--- config.mk ---
export PLATFORM = sky130hd
export DESIGN_NAME = hkt_lane
export DESIGN_NICKNAME = d
export VERILOG_FILES = /design/src/design/hkt_pkg.sv /design/src/design/hkt_lane.sv
export SDC_FILE = /design/constraint.sdc
export NUM_CORES = 1
export LEC_CHECK = 0
export BUFFER_PORTS_ARGS = -buffer_cell sky130_fd_sc_hd__clkbuf_2
export CAP_MARGIN = 25
export CELL_PAD_IN_SITES_DETAIL_PLACEMENT = 1
export CELL_PAD_IN_SITES_GLOBAL_PLACEMENT = 1
export CORE_MARGIN = 2
export CORE_UTILIZATION = 35
export DETAILED_ROUTE_END_ITERATION = 8
export PLACE_DENSITY_LB_ADDON = 0.05
export SLEW_MARGIN = 20
export SYNTH_ARGS = -nofsm -noshare
export SYNTH_HDL_FRONTEND = slang
export SYNTH_SLANG_ARGS = --single-unit
--- constraint.sdc ---
create_clock -name vclk -period 4.43
set_input_delay 0.443 -clock vclk [all_inputs]
set_output_delay 0.443 -clock vclk [all_outputs]
set_load 0.1 [all_outputs]
--- src/design/hkt_pkg.sv ---
// Package: shared constants, types and key mapping functions for the typematic core.
package hkt_pkg;

  localparam int SlotCountDefault = 16;
  localparam int KeysDefault      = 6;
  localparam int MaxOut           = 15;

  localparam logic [1:0] CMD_REPORT = 2'd0;
  localparam logic [1:0] CMD_REMOVE = 2'd1;
  localparam logic [1:0] CMD_TICK   = 2'd2;

  localparam logic [1:0] KIND_NONE = 2'd0;
  localparam logic [1:0] KIND_CHAR = 2'd1;
  localparam logic [1:0] KIND_ACT  = 2'd2;

  localparam logic [4:0] ACT_NONE      = 5'd0;
  localparam logic [4:0] ACT_DEL_LEFT  = 5'd16;
  localparam logic [4:0] ACT_DEL_RIGHT = 5'd17;

  localparam logic [7:0] KEY_ESC   = 8'h29;
  localparam logic [7:0] BYTE_ESC  = 8'h1B;
  localparam logic [7:0] BYTE_BS   = 8'h08;
  localparam logic [7:0] BYTE_DEL  = 8'h7F;

  localparam logic [1:0] REG_RAW    = 2'd0;
  localparam logic [1:0] REG_DELAY  = 2'd1;
  localparam logic [1:0] REG_PERIOD = 2'd2;

  typedef enum logic [2:0] {
    ST_IDLE, ST_SCAN, ST_EMIT, ST_TICK, ST_TEMIT
  } state_t;

  // One produced result before slot tagging.
  typedef struct packed {
    logic       vld;
    logic [1:0] kind;
    logic [7:0] ch;
    logic [3:0] act;
  } emit_t;

  // What a lane reports about one key of a report.
  typedef struct packed {
    logic  is_new;
    logic  productive;
    emit_t em;
  } lane_res_t;

  function automatic logic f_ctrl(input logic [7:0] m);
    return (m & 8'h11) != 8'h00;
  endfunction
  function automatic logic f_shift(input logic [7:0] m);
    return (m & 8'h22) != 8'h00;
  endfunction
  function automatic logic f_alt(input logic [7:0] m);
    return (m & 8'h44) != 8'h00;
  endfunction

  function automatic logic [7:0] table_char(input logic [7:0] k, input logic s);
    logic [7:0] c;
    c = 8'h00;
    if (k >= 8'h04 && k <= 8'h1D) c = s ? (8'h41 + k - 8'h04) : (8'h61 + k - 8'h04);
    else begin
      case (k)
        8'h1E: c = s ? 8'h21 : 8'h31;
        8'h1F: c = s ? 8'h40 : 8'h32;
        8'h20: c = s ? 8'h23 : 8'h33;
        8'h21: c = s ? 8'h24 : 8'h34;
        8'h22: c = s ? 8'h25 : 8'h35;
        8'h23: c = s ? 8'h5E : 8'h36;
        8'h24: c = s ? 8'h26 : 8'h37;
        8'h25: c = s ? 8'h2A : 8'h38;
        8'h26: c = s ? 8'h28 : 8'h39;
        8'h27: c = s ? 8'h29 : 8'h30;
        8'h28: c = 8'h0A;
        8'h2A: c = 8'h08;
        8'h2B: c = 8'h09;
        8'h2C: c = 8'h20;
        8'h2D: c = s ? 8'h5F : 8'h2D;
        8'h2E: c = s ? 8'h2B : 8'h3D;
        8'h2F: c = s ? 8'h7B : 8'h5B;
        8'h30: c = s ? 8'h7D : 8'h5D;
        8'h31: c = s ? 8'h7C : 8'h5C;
        8'h32: c = s ? 8'h7C : 8'h5C;
        8'h33: c = s ? 8'h3A : 8'h3B;
        8'h34: c = s ? 8'h22 : 8'h27;
        8'h35: c = s ? 8'h7E : 8'h60;
        8'h36: c = s ? 8'h3C : 8'h2C;
        8'h37: c = s ? 8'h3E : 8'h2E;
        8'h38: c = s ? 8'h3F : 8'h2F;
        default: c = 8'h00;
      endcase
    end
    return c;
  endfunction

  function automatic logic [4:0] map_action(input logic [7:0] k, input logic [7:0] m);
    logic s, a;
    logic [4:0] r;
    s = f_shift(m);
    a = f_alt(m);
    r = ACT_NONE;
    if (!f_ctrl(m)) begin
      case (k)
        8'h50: r = s ? 5'd2 : 5'd1;
        8'h4F: r = s ? 5'd4 : 5'd3;
        8'h4A: r = s ? 5'd10 : 5'd9;
        8'h4D: r = s ? 5'd12 : 5'd11;
        8'h2A: r = a ? 5'd13 : ACT_DEL_LEFT;
        8'h4C: r = ACT_DEL_RIGHT;
        8'h52: r = 5'd14;
        8'h51: r = 5'd15;
        default: r = ACT_NONE;
      endcase
      if (a) begin
        case (k)
          8'h0B: r = s ? 5'd2 : 5'd1;
          8'h0F: r = s ? 5'd4 : 5'd3;
          8'h05: r = s ? 5'd6 : 5'd5;
          8'h1A: r = s ? 5'd8 : 5'd7;
          8'h04: r = s ? 5'd10 : 5'd9;
          8'h08: r = s ? 5'd12 : 5'd11;
          default: ;
        endcase
      end
    end
    return r;
  endfunction

  function automatic emit_t act_emit(input logic [4:0] a);
    emit_t e;
    e = '0;
    if (a == ACT_DEL_LEFT) begin
      e.vld = 1'b1; e.kind = KIND_CHAR; e.ch = BYTE_BS;
    end else if (a == ACT_DEL_RIGHT) begin
      e.vld = 1'b1; e.kind = KIND_CHAR; e.ch = BYTE_DEL;
    end else if (a != ACT_NONE) begin
      e.vld = 1'b1; e.kind = KIND_ACT; e.act = 4'(a - 5'd1);
    end
    return e;
  endfunction

  function automatic emit_t raw_emit(input logic [7:0] k, input logic s);
    emit_t e;
    logic [7:0] c;
    e = '0;
    c = table_char(k, s);
    if (k == KEY_ESC) begin
      e.vld = 1'b1; e.kind = KIND_CHAR; e.ch = BYTE_ESC;
    end else if (c != 8'h00) begin
      e.vld = 1'b1; e.kind = KIND_CHAR; e.ch = c;
    end
    return e;
  endfunction

endpackage

--- src/design/hkt_lane.sv ---
// Key lane: novelty test against held keys and mapping of one report key.
module hkt_lane #(
  parameter int KEYS = hkt_pkg::KeysDefault
) (
  input  logic [7:0]            key,
  input  logic [KEYS-1:0][7:0]  prev,
  input  logic [7:0]            mods,
  input  logic                  raw_mode,
  output hkt_pkg::lane_res_t    res
);
  import hkt_pkg::*;

  logic       seen;
  logic [4:0] act;
  logic [7:0] c;

  always_comb begin
    seen = 1'b0;
    for (int j = 0; j < KEYS; j++) if (prev[j] == key) seen = 1'b1;
    act = map_action(key, mods);
    c   = table_char(key, f_shift(mods));
    res = '0;
    res.is_new = !seen && !key[7];
    if (raw_mode) res.em = raw_emit(key, f_shift(mods));
    else if (act != ACT_NONE) res.em = act_emit(act);
    else if (c != 8'h00) begin
      res.em.vld = 1'b1; res.em.kind = KIND_CHAR; res.em.ch = c;
    end
    res.productive = res.is_new && res.em.vld;
    if (!res.is_new) res.em = '0;
  end
endmodule

==> flow_summary.yaml <==
critical_path:
  setup.worst_path.start_class: "primary input"
  crit_end: "res[6]"
  cp-startpoint: "key[1]"
  cp.required_ps: 3990
  crit_fanout: 9
  critPathKind: "primary input to primary output"
  cp-end-kind: "primary output"
  cp.arrival_ps: 3600
die:
  die_h_um: 82.4
  rows: 28
  coreArea_sq_mm: 0.00592
  die_w_um: 82.4
  dieArea_sq_mm: 0.00678
  initial_core_util: 0.363
  io_pins: 82
pwr:
  switching_share: 0.618
  ir_drop_mv: 0.0703
  comb_power_share: 1.000
  power.share.clock: 0
  power_density_mw_per_mm2: 95.0
  power.total_mw: 0.281
  seq_power_share: 0
  switching_power_mw: 0.173
  p_leak_nw: 1.16
  p_int_mw: 0.107
synth:
  synth_fp_nets: 403
  netlist_area_sq_mm: 0.00215
  ys_warn_count: 0
  synth.distinct_cells: 69
  syn_inst: 330
  seq_area_frac_synth: 0
  syn_avg_cell_area_sq_um: 6.51
routing:
  dr_wl_met2_um: 4280
  wl_met3_um: 325
  top_layer: "met4"
  drc: 0
  avgViaCountPerCell: 5.99
  met1Wirelength_um: 4000
  firstDrtPassIters: 5
  drt_iter0_drc: 217
  vias: 2835
  routed_wl_um: 8670
  wl_per_cell_um: 18.3
  ant_nets: 0
sta:
  tightest_slew_ps: 707
  grt_setup_unrepaired: "false"
  period_share: 0.912
  fin_crit_ps: 4040
  relSlewSlack: 0.527
  drv_slew: 0
  hold_viol_final: 0
  max_freq_mhz: 247
  setup_viol: 0
cells_and_area:
  finish.utilization: 0.499
  nFlopsAndLatches: 0
  final_common_cell: "clkbuf_2"
  nets: 473
  antennaDiodeCount: 0
  drive_gt1_frac: 0.314
  mostFrequentLayoutCells: "clkbuf_2 (64), xor2_1 (32), nor2_1 (26), nand2_1 (21), buf_4 (21)"
  nClkBuffers: 0
  register_area_sq_um: 0
  synthToLayoutAreaGrowth_pct: 37.4
global_routing:
  grt_pass1_wl_um: 14000
  grt_pass1_vias: 2851
  grt_usage: 0.263
  overflow: 0
  grt_max_degree: 21
  antenna_found_initial: 0
clocking:
  ctsHoldBuffers: 0
placement:
  port_buffers: 79
  gp_congestion: 0.891
  detailed_place_hpwl_um: 6940
hold_path:
  hold_path_class: "primary input to primary output"
outcome:
  status: "finished, final reports clean"
flow_run:
  drv_cap: 0
==> worst max-delay path, cell delays in order <==
cell and delay [ps]:
clkbuf_2 90, buf_4 190, ha_1 220, nand4bb_1 250, nor3_1 390, nor3_1 90
a311oi_1 310, buf_4 190, inv_1 60, ha_1 230, nor2b_1 120, mux2i_1 70
nor3_1 220, o21bai_2 190, a211oi_2 320, buf_12 210
==> kinds of logic after synthesis <==
group,synth area share
xor gates and xnor gates,0.196
other,0.00174
adders and majority gates,0.0466
and+or+nand+nor,0.333
buffers and inverters,0.0896
muxes,0.00990
AOI/OAI and AO/OA,0.324
==> through the flow <==
| step | area, sq um | worst slack (ps) | cells | hold WS (ps) | TNS [ps] |
|---|---|---|---|---|---|
| 4_1_cts | 2950 | 288 | 473 | 1370 | 0 |
| 5_1_grt | 2950 | 1.28 | 473 | 1390 | 0 |
| 6_report | 2950 | 389 | 473 | 1370 | 0 |
| 3_5_place_dp | 2950 | 309 | 473 | 1370 | 0 |
| 3_3_place_gp | 2950 | 428 | 473 | 1370 | 0 |
| 2_1_floorplan | 2230 | -364 | 330 | 1190 | -1190 |
==> cell usage after synthesis, types with 2 or more instances <==
master,n,area [sq um]
nand4bb_1,2,22.5
a211oi_1,9,67.6
a21oi_1,20,100
nor2b_1,5,31.3
nand4_1,9,56.3
o22ai_1,4,25.0
or3_1,5,31.3
o311ai_0,3,26.3
o21a_1,4,30.0
nand3_1,5,25.0
or2_2,3,18.8
nor3_1,14,70.1
o311a_1,2,20.0
o211ai_1,5,37.5
xor2_1,32,280
clkbuf_1,15,56.3
a2111oi_0,2,17.5
a31oi_1,5,31.3
a21o_1,2,15.0
nand2_1,21,78.8
buf_4,4,30.0
o21ai_0,17,85.1
ha_1,8,100
a32oi_1,3,26.3
inv_1,10,37.5
buf_2,10,50.1
buf_1,2,7.51
nand3b_1,3,22.5
a21boi_0,2,15.0
a311oi_1,2,17.5
nand2b_1,8,50.1
nor4_1,15,93.8
o22a_1,2,17.5
nor2_1,27,101
xnor2_1,16,140
==> layer usage <==
layer / vias up / GRT usage
met1: 1390 / 0.368
li1: 1369 / -
met5: - / 0
met2: 68 / 0.454
met4: 0 / 0.0250
met3: 8 / 0.0163
==> how the worst min path moves through the flow <==
stage	from	to	slack, ps	cells past startpoint
3_3_place_gp	raw_mode	res[12]	1370	3
2_1_floorplan	raw_mode	res[12]	1190	1
3_5_place_dp	raw_mode	res[12]	1370	3
5_1_grt	raw_mode	res[12]	1390	3
6_report	raw_mode	res[12]	1370	3
4_1_cts	raw_mode	res[12]	1370	3
==> layout make-up <==
type | instances | area (sq um)
Fill cell | 806 | 2970
Inverter | 10 | 37.5
Multi-Input combinational cell | 288 | 2040
Tap cell | 75 | 93.8
Timing Repair Buffer | 100 | 778
==> what timing repair did <==
| item | in CTS | in global routing |
|---|---|---|
| setup endpoints to repair | 0 | 1 |
| setup buffers | 0 | 0 |
| gates resized for setup | 0 | 1 |
==> power groups by stage <==
stage | clock, mW | sequential [mW] | combinational, mW
global route | 0 | 0 | 0.302
finish | 0 | 0 | 0.281
global placement | 0 | 0 | 0.273
detailed placement | 0 | 0 | 0.278
floorplan | 0 | 0 | 0.181
CTS | 0 | 0 | 0.279
(Power assumes the default switching activity.)
