File: config.mk
export PLATFORM = sky130hd
export DESIGN_NAME = hkt_merge
export DESIGN_NICKNAME = d
export VERILOG_FILES = /design/src/design/hkt_pkg.sv /design/src/design/hkt_merge.sv
export SDC_FILE = /design/constraint.sdc
export NUM_CORES = 1
export LEC_CHECK = 0
export BUFFER_PORTS_ARGS = -buffer_cell sky130_fd_sc_hd__clkbuf_2
export CAP_MARGIN = 20
export CORE_AREA = 2 2 98 100
export DETAILED_ROUTE_END_ITERATION = 10
export DIE_AREA = 0 0 100 102
export SETUP_SLACK_MARGIN = 0.1
export SLEW_MARGIN = 20
export SYNTH_ARGS = -nofsm -noshare
export SYNTH_HDL_FRONTEND = slang
export SYNTH_SLANG_ARGS = --single-unit
File: constraint.sdc
create_clock -name vclk -period 1.7
set_input_delay 0.34 -clock vclk [all_inputs]
set_output_delay 0.34 -clock vclk [all_outputs]
set_load 0.02 [all_outputs]
File: src/design/hkt_pkg.sv
// Package: shared constants, types and key mapping functions for the typematic core.
package hkt_pkg;

  localparam int SlotCountDefault = 16;
  localparam int KeysDefault      = 6;
  localparam int MaxOut           = 15;

  localparam logic [1:0] CMD_REPORT = 2'd0;
  localparam logic [1:0] CMD_REMOVE = 2'd1;
  localparam logic [1:0] CMD_TICK   = 2'd2;

  localparam logic [1:0] KIND_NONE = 2'd0;
  localparam logic [1:0] KIND_CHAR = 2'd1;
  localparam logic [1:0] KIND_ACT  = 2'd2;

  localparam logic [4:0] ACT_NONE      = 5'd0;
  localparam logic [4:0] ACT_DEL_LEFT  = 5'd16;
  localparam logic [4:0] ACT_DEL_RIGHT = 5'd17;

  localparam logic [7:0] KEY_ESC   = 8'h29;
  localparam logic [7:0] BYTE_ESC  = 8'h1B;
  localparam logic [7:0] BYTE_BS   = 8'h08;
  localparam logic [7:0] BYTE_DEL  = 8'h7F;

  localparam logic [1:0] REG_RAW    = 2'd0;
  localparam logic [1:0] REG_DELAY  = 2'd1;
  localparam logic [1:0] REG_PERIOD = 2'd2;

  typedef enum logic [2:0] {
    ST_IDLE, ST_SCAN, ST_EMIT, ST_TICK, ST_TEMIT
  } state_t;

  // One produced result before slot tagging.
  typedef struct packed {
    logic       vld;
    logic [1:0] kind;
    logic [7:0] ch;
    logic [3:0] act;
  } emit_t;

  // What a lane reports about one key of a report.
  typedef struct packed {
    logic  is_new;
    logic  productive;
    emit_t em;
  } lane_res_t;

  function automatic logic f_ctrl(input logic [7:0] m);
    return (m & 8'h11) != 8'h00;
  endfunction
  function automatic logic f_shift(input logic [7:0] m);
    return (m & 8'h22) != 8'h00;
  endfunction
  function automatic logic f_alt(input logic [7:0] m);
    return (m & 8'h44) != 8'h00;
  endfunction

  function automatic logic [7:0] table_char(input logic [7:0] k, input logic s);
    logic [7:0] c;
    c = 8'h00;
    if (k >= 8'h04 && k <= 8'h1D) c = s ? (8'h41 + k - 8'h04) : (8'h61 + k - 8'h04);
    else begin
      case (k)
        8'h1E: c = s ? 8'h21 : 8'h31;
        8'h1F: c = s ? 8'h40 : 8'h32;
        8'h20: c = s ? 8'h23 : 8'h33;
        8'h21: c = s ? 8'h24 : 8'h34;
        8'h22: c = s ? 8'h25 : 8'h35;
        8'h23: c = s ? 8'h5E : 8'h36;
        8'h24: c = s ? 8'h26 : 8'h37;
        8'h25: c = s ? 8'h2A : 8'h38;
        8'h26: c = s ? 8'h28 : 8'h39;
        8'h27: c = s ? 8'h29 : 8'h30;
        8'h28: c = 8'h0A;
        8'h2A: c = 8'h08;
        8'h2B: c = 8'h09;
        8'h2C: c = 8'h20;
        8'h2D: c = s ? 8'h5F : 8'h2D;
        8'h2E: c = s ? 8'h2B : 8'h3D;
        8'h2F: c = s ? 8'h7B : 8'h5B;
        8'h30: c = s ? 8'h7D : 8'h5D;
        8'h31: c = s ? 8'h7C : 8'h5C;
        8'h32: c = s ? 8'h7C : 8'h5C;
        8'h33: c = s ? 8'h3A : 8'h3B;
        8'h34: c = s ? 8'h22 : 8'h27;
        8'h35: c = s ? 8'h7E : 8'h60;
        8'h36: c = s ? 8'h3C : 8'h2C;
        8'h37: c = s ? 8'h3E : 8'h2E;
        8'h38: c = s ? 8'h3F : 8'h2F;
        default: c = 8'h00;
      endcase
    end
    return c;
  endfunction

  function automatic logic [4:0] map_action(input logic [7:0] k, input logic [7:0] m);
    logic s, a;
    logic [4:0] r;
    s = f_shift(m);
    a = f_alt(m);
    r = ACT_NONE;
    if (!f_ctrl(m)) begin
      case (k)
        8'h50: r = s ? 5'd2 : 5'd1;
        8'h4F: r = s ? 5'd4 : 5'd3;
        8'h4A: r = s ? 5'd10 : 5'd9;
        8'h4D: r = s ? 5'd12 : 5'd11;
        8'h2A: r = a ? 5'd13 : ACT_DEL_LEFT;
        8'h4C: r = ACT_DEL_RIGHT;
        8'h52: r = 5'd14;
        8'h51: r = 5'd15;
        default: r = ACT_NONE;
      endcase
      if (a) begin
        case (k)
          8'h0B: r = s ? 5'd2 : 5'd1;
          8'h0F: r = s ? 5'd4 : 5'd3;
          8'h05: r = s ? 5'd6 : 5'd5;
          8'h1A: r = s ? 5'd8 : 5'd7;
          8'h04: r = s ? 5'd10 : 5'd9;
          8'h08: r = s ? 5'd12 : 5'd11;
          default: ;
        endcase
      end
    end
    return r;
  endfunction

  function automatic emit_t act_emit(input logic [4:0] a);
    emit_t e;
    e = '0;
    if (a == ACT_DEL_LEFT) begin
      e.vld = 1'b1; e.kind = KIND_CHAR; e.ch = BYTE_BS;
    end else if (a == ACT_DEL_RIGHT) begin
      e.vld = 1'b1; e.kind = KIND_CHAR; e.ch = BYTE_DEL;
    end else if (a != ACT_NONE) begin
      e.vld = 1'b1; e.kind = KIND_ACT; e.act = 4'(a - 5'd1);
    end
    return e;
  endfunction

  function automatic emit_t raw_emit(input logic [7:0] k, input logic s);
    emit_t e;
    logic [7:0] c;
    e = '0;
    c = table_char(k, s);
    if (k == KEY_ESC) begin
      e.vld = 1'b1; e.kind = KIND_CHAR; e.ch = BYTE_ESC;
    end else if (c != 8'h00) begin
      e.vld = 1'b1; e.kind = KIND_CHAR; e.ch = c;
    end
    return e;
  endfunction

endpackage

File: src/design/hkt_merge.sv
// Merge stage: gathers lane findings into an emit list and the newest productive key.
module hkt_merge #(
  parameter int KEYS = hkt_pkg::KeysDefault
) (
  input  hkt_pkg::lane_res_t [KEYS-1:0] lres,
  input  logic [KEYS-1:0][7:0]          keys,
  input  logic [2:0]                    cnt,
  output hkt_pkg::emit_t [KEYS-1:0]     ems,
  output logic [7:0]                    fresh
);
  import hkt_pkg::*;

  always_comb begin
    fresh = 8'h00;
    for (int i = 0; i < KEYS; i++) begin
      ems[i] = '0;
      if (3'(i) < cnt) begin
        ems[i] = lres[i].em;
        if (lres[i].productive) fresh = keys[i];
      end
    end
  end
endmodule

==> flow_summary.toml, run 1 <==
[global_route]
grt_pass1_vias = 2507
overflow = 0
grt_max_degree = 27
grt_first_pass_wirelength_um = 12000
grt_util_all_layers_pct = 14.4
antenna_found_initial = 0

[floorplanning]
die_y_um = 102
coreArea_um2 = 9110
start_util_pct = 16.7
dieArea_um2 = 10200
io-pin-count = 251
die_width_um = 100
rows = 35

[routing]
drc = 0
first_pass_iters = 4
ant_nets = 0
num_vias = 2671
wl_um = 8460
avgRoutedWirePerCell_um = 14.0
drt_iter0_markers = 42
avgViaCountPerCell = 4.43

[power_and_ir_drop]
power.switching_mw = 0.578
p_leak_nw = 1.93
power.density_nw_per_um2 = 319
switching_share_pct = 50.8
p_clk_share_pct = 0
internal_power_mw = 0.559
p_comb_share_pct = 100.0
pwr-share-seq_pct = 0
fin_total_pwr_mw = 1.14
irDropWorstVdd_v = 0.000125

[placed_design]
dpl_worst_slack_ns = -0.307
dpl.hpwl_um = 7200
gp_congestion = 0.796
dpl.cell_count = 596
port_buffers = 245

[timing]
slew_violations = 0
slew-limit-headroom_pct = 80.2
finalCritPeriodShare_pct = 106
layout_setup_ws_ns = -0.0965
rsz0062_at_grt = "true"
setup_viol = 8
max_freq_mhz = 557
tightestPinTransition_ns = 0.297
post-route-min-period_ns = 1.80
finalHoldViolCount = 0

[synthesis]
ys_warn_count = 0
synth_area_um2 = 1520
syn_nets = 389
synth_top_family_by_area = "simple AND/OR/NAND/NOR gates"
yosysUniqueCellTypes = 26
yosys.area_share.simple_pct = 58.0
synth_top_area_share_pct = 24.3
synthTopCellsByCount = "59 x nor2b_1, 32 x nand2_1, 31 x and2_1, 17 x o21ai_0, 16 x and3_1"
synth_area_leaders = "nor2b_1 24%, and2_1 13%, a2bb2oi_2 7.9%"
yosys-mux-area-fraction_pct = 0
yosysSeqAreaShare_pct = 0
synth.avg_cell_area_um2 = 6.45
synth-adder-area-share_pct = 0
synth_most_common_cell = "nor2b_1"
syn_inst = 236
synth_compound_area_share_pct = 34.2
synth_top_area_cell = "nor2b_1"
synth_xor_area_share_pct = 0

[setup_path]
cp.depth = 7
crit_fanout = 8
end_kind = "primary output"
path_delay_family = "compound AO/OA/AOI/OAI gates"
crit_required_ns = 1.36
critPathKind = "in2out"
path_cells = "clkbuf_16 > and2_1 > buf_6 > o21ai_0 > a32oi_1 > o31ai_4 > clkbuf_8"
max_stage_delay_ns = 0.31
arrival_ns = 1.46
critPathBufInv = 3
cp_slowest_cell = "a32oi_1"
crit_path_start_kind = "primary input"

[final_layout]
antenna_cells = 0
flops_and_latches = 0
fillCellCount = 976
syn_to_final_growth_pct = 134
finish.utilization_pct = 39.1
clock_buffers = 0
layout.nets = 647
finalNonFillerCells = 603
multi_input_area_um2 = 1710
regArea_um2 = 0
drive_gt1_share_pct = 66.3

[run]
drv_cap = 0

[outcome]
violations = "setup timing"
outcome = "finished, violations left"

[hold_path]
hold_path_depth = 3
hp-class = "in2out"
==> layout by cell type (no fill, tap or decap), types with 2 or more instances in the layout <==
master     count
o31ai_4        8
and2b_1        2
buf_12         4
buf_6          6
a21boi_0       6
nand2_2        5
nor2b_1       58
a22oi_2        8
nand2_1       27
o21ai_0        8
and3_4         2
buf_8          7
o21ai_2        4
a32oi_1        4
a21boi_1       2
and3_1        14
and2_1        31
a2bb2oi_4      8
o21a_4         2
nand3_1        8
a32oi_2        4
buf_4         25
clkbuf_8       8
clkbuf_2     226
o21ai_1        6
==> repair_timing <==
action                     in CTS  in global routing
pin swaps                      12                 18
gates cloned                    1                  0
setup endpoints to repair      75                 48
buffers inserted                1                  5
gates resized for setup        57                 44
hold buffers                    0                  0
==> per-stage QoR <==
step	TNS, ns	area [um^2]	hold slack [ns]
2_1_floorplan	0	1650	0.840
3_3_place_gp	-6.67	3090	1.01
3_5_place_dp	-8.54	3090	1.01
4_1_cts	-0.821	3400	1.01
5_1_grt	-1.04	3560	1.02
6_report	-0.618	3560	1.00
==> layout make-up <==
cell class / instances / area share (%)
timing repair buffer: 278 / 48.1
tap: 111 / 3.90
multi-input combinational: 214 / 48.0
==> tightest hold or removal path: stages <==
cell	delay, ns
clkbuf_2	0.07
and2_1	0.11
buf_4	0.14
==> worst paths after layout <==
kind | startpoint | endpoint | slack (ns)
worst max-delay path | cnt[2] | fresh[2] | -0.1
worst min-delay path | lres[82] | ems[74] | 1.00
==> metal layers <==
metal,part of all wire (%),track usage (%)
met5,0,0
met4,0.46,0.527
met3,7.9,2.67
met2,52,26.8
met1,39,18.2
==> power by group through the flow <==
| stage | logic [mW] | clock network, mW | registers, mW |
|---|---|---|---|
| 6_report | 1.14 | 0 | 0 |
| 3_5_place_dp | 0.964 | 0 | 0 |
| 2_1_floorplan | 0.567 | 0 | 0 |
| 3_3_place_gp | 0.953 | 0 | 0 |
| 5_1_grt | 1.21 | 0 | 0 |
| 4_1_cts | 1.10 | 0 | 0 |
==> logic make-up after synthesis <==
logic type | count (synthesis)
AND/OR/NAND/NOR | 153
buffers and inverters | 23
AO/OA/AOI/OAI | 60
No activity file was read; power rests on OpenSTA's default activity.
==> run 2, diff against run 1 <==
--- a/config.mk
+++ b/config.mk
@@ -5,11 +5,12 @@
 export SDC_FILE = /design/constraint.sdc
 export NUM_CORES = 1
 export LEC_CHECK = 0
+export ABC_AREA = 1
 export BUFFER_PORTS_ARGS = -buffer_cell sky130_fd_sc_hd__clkbuf_2
 export CAP_MARGIN = 20
-export CORE_AREA = 2 2 98 100
+export CORE_AREA = 2 2 96 98
 export DETAILED_ROUTE_END_ITERATION = 10
-export DIE_AREA = 0 0 100 102
+export DIE_AREA = 0 0 98 100
 export SETUP_SLACK_MARGIN = 0.1
 export SLEW_MARGIN = 20
 export SYNTH_ARGS = -nofsm -noshare
==> run 2 against run 1 <==
  * The run still ends with setup timing left
  * Synthesized cell count up 51%
  * Wire length fell by 11%
  * Final cell count up 20%
  * Critical path type unchanged
  * Non-clock buffer count shrank 12
==> flow_summary.toml, run 2 <==
[synthesis]
synth_top_area_share_pct = 32.2
synth_area_leaders = "inv_1 32%, nand2_1 23%, nor2_1 21%"
synth_compound_area_share_pct = 7.33
yosys.area_share.simple_pct = 56.0
synth_most_common_cell = "inv_1"
ys_warn_count = 0
yosys-mux-area-fraction_pct = 0
syn_inst = 356
synth_xor_area_share_pct = 0
yosysUniqueCellTypes = 19
synthTopCellsByCount = "126 x inv_1, 90 x nand2_1, 83 x nor2_1"
syn_nets = 509
synth_top_family_by_area = "simple AND/OR/NAND/NOR gates"
synth_area_um2 = 1470
synth_top_area_cell = "inv_1"
synth.avg_cell_area_um2 = 4.12
yosysSeqAreaShare_pct = 0
synth-adder-area-share_pct = 0

[floorplanning]
start_util_pct = 16.5
dieArea_um2 = 9800
coreArea_um2 = 8890
rows = 35
die_y_um = 100
io-pin-count = 251
die_width_um = 98

[timing]
setup_viol = 7
rsz0062_at_grt = "true"
finalCritPeriodShare_pct = 102
worst_hold_slack_ns = 0.968
finalSetupTns_ns = -0.127
finalHoldViolCount = 0
slew-limit-headroom_pct = 82.9
post-route-min-period_ns = 1.74
max_freq_mhz = 576
tightestPinTransition_ns = 0.256
slew_violations = 0
layout_setup_ws_ns = -0.0376

[final_layout]
syn_to_final_growth_pct = 143
finish.utilization_pct = 40.1
flops_and_latches = 0
drive_gt1_share_pct = 54.1
multi_input_area_um2 = 1170
regArea_um2 = 0
clock_buffers = 0
fillCellCount = 997
layout.nets = 767
final_common_cell = "clkbuf_2"
layout_common_cells = "210 x clkbuf_2, 125 x inv_1, 67 x nand2_1"
antenna_cells = 0

[hold_path]
hp-class = "in2out"

[setup_path]
crit_path_frequent_cell = "nand2_1"
max_stage_delay_ns = 0.14
critPathKind = "in2out"
path_cells = "clkbuf_16 > inv_2 > buf_6 > nand2_8 > buf_8 > nand3b_1 > nand2_1 > inv_1 > nand2_2 > nand2_1 > nand2_1 > nand2_2 > clkbuf_8"
end_kind = "primary output"
crit_required_ns = 1.36
cp_slowest_cell = "clkbuf_8"
arrival_ns = 1.40
crit_fanout = 8
crit_path_start_kind = "primary input"

[global_route]
grt_pass1_vias = 2490
grt_max_degree = 16
antenna_found_initial = 0
grt_first_pass_wirelength_um = 11500
overflow = 0
grt_util_all_layers_pct = 13.8

[routing]
ant_nets = 0
first_pass_iters = 4
drc = 0
wl_um = 7510
drt_iter0_markers = 70
avgRoutedWirePerCell_um = 10.4
num_vias = 2716
avgViaCountPerCell = 3.76

[placed_design]
gp_congestion = 0.764
port_buffers = 245
dpl.hpwl_um = 6120

[outcome]
violations = "setup timing"
outcome = "finished, violations left"

[power_and_ir_drop]
p_leak_nw = 2.49
power.density_nw_per_um2 = 307
irDropWorstVdd_v = 0.000150

[clocking]
cts_hold_buf = 0

[run]
drv_cap = 0
## run 2: cell count changes after synthesis, moves of 16 or more
cell     before  now
nor2b_1      59    0
nand2_1      32   90
and2_1       31    0
and3_1       16    0
inv_1         0  126
o21ai_0      17    0
nor2_1        0   83
## run 2: layer usage
metal | vias to the layer above | global-route usage (%) | part of all wire (%)
li1 | 1478 | - | -
met4 | 0 | 1.39 | 0.84
met2 | 124 | 25.7 | 51
met5 | - | 0 | 0
met1 | 1108 | 17.6 | 40
met3 | 6 | 1.88 | 8.4
## run 2: final timing paths
check / start / to / slack, ns / cells after the start
setup / recovery: cnt[2] / fresh[2] / -0.04 / 13
hold / removal: keys[40] / fresh[0] / 0.97 / 4
## run 2: worst max-delay path: cells and delay by family
kind          cells  cell delay, ns
buf+inv           6            0.63
simple gates      7            0.42
## run 2: timing repair
| item | in CTS | in global routing |
|---|---|---|
| resized for setup | 91 | 64 |
| setup endpoints to repair | 52 | 49 |
| setup buffers | 3 | 0 |
| pin swaps | 16 | 9 |
| cloned | 1 | 0 |
## run 2: power by group
part / total [mW] / leakage [nW] / switching [mW] / internal, mW
combinational: 1.10 / 2.49 / 0.594 / 0.502
sequential: 0 / 0 / 0 / 0
clock: 0 / 0 / 0 / 0
total: 1.10 / 2.49 / 0.594 / 0.502
## run 2: layout make-up
class / instances / area share [%]
inverters: 131 / 14.0
repair buffers: 266 / 49.2
multi-input cells: 215 / 32.9
well taps: 111 / 3.90
## run 2: cell families after synthesis
logic type	count (synthesis)
simple gates	197
buf+inv	141
compound gates	18
## run 2: per-stage QoR
step           std cells  setup slack, ns  cell area [um^2]  power, mW
2_1_floorplan        356           0.0341              1510      0.495
3_3_place_gp         720           -0.279              2990      0.892
3_5_place_dp         720           -0.305              2990      0.893
4_1_cts              723          -0.0499              3420       1.04
5_1_grt              723           -0.144              3560       1.20
6_report             723          -0.0376              3560       1.10
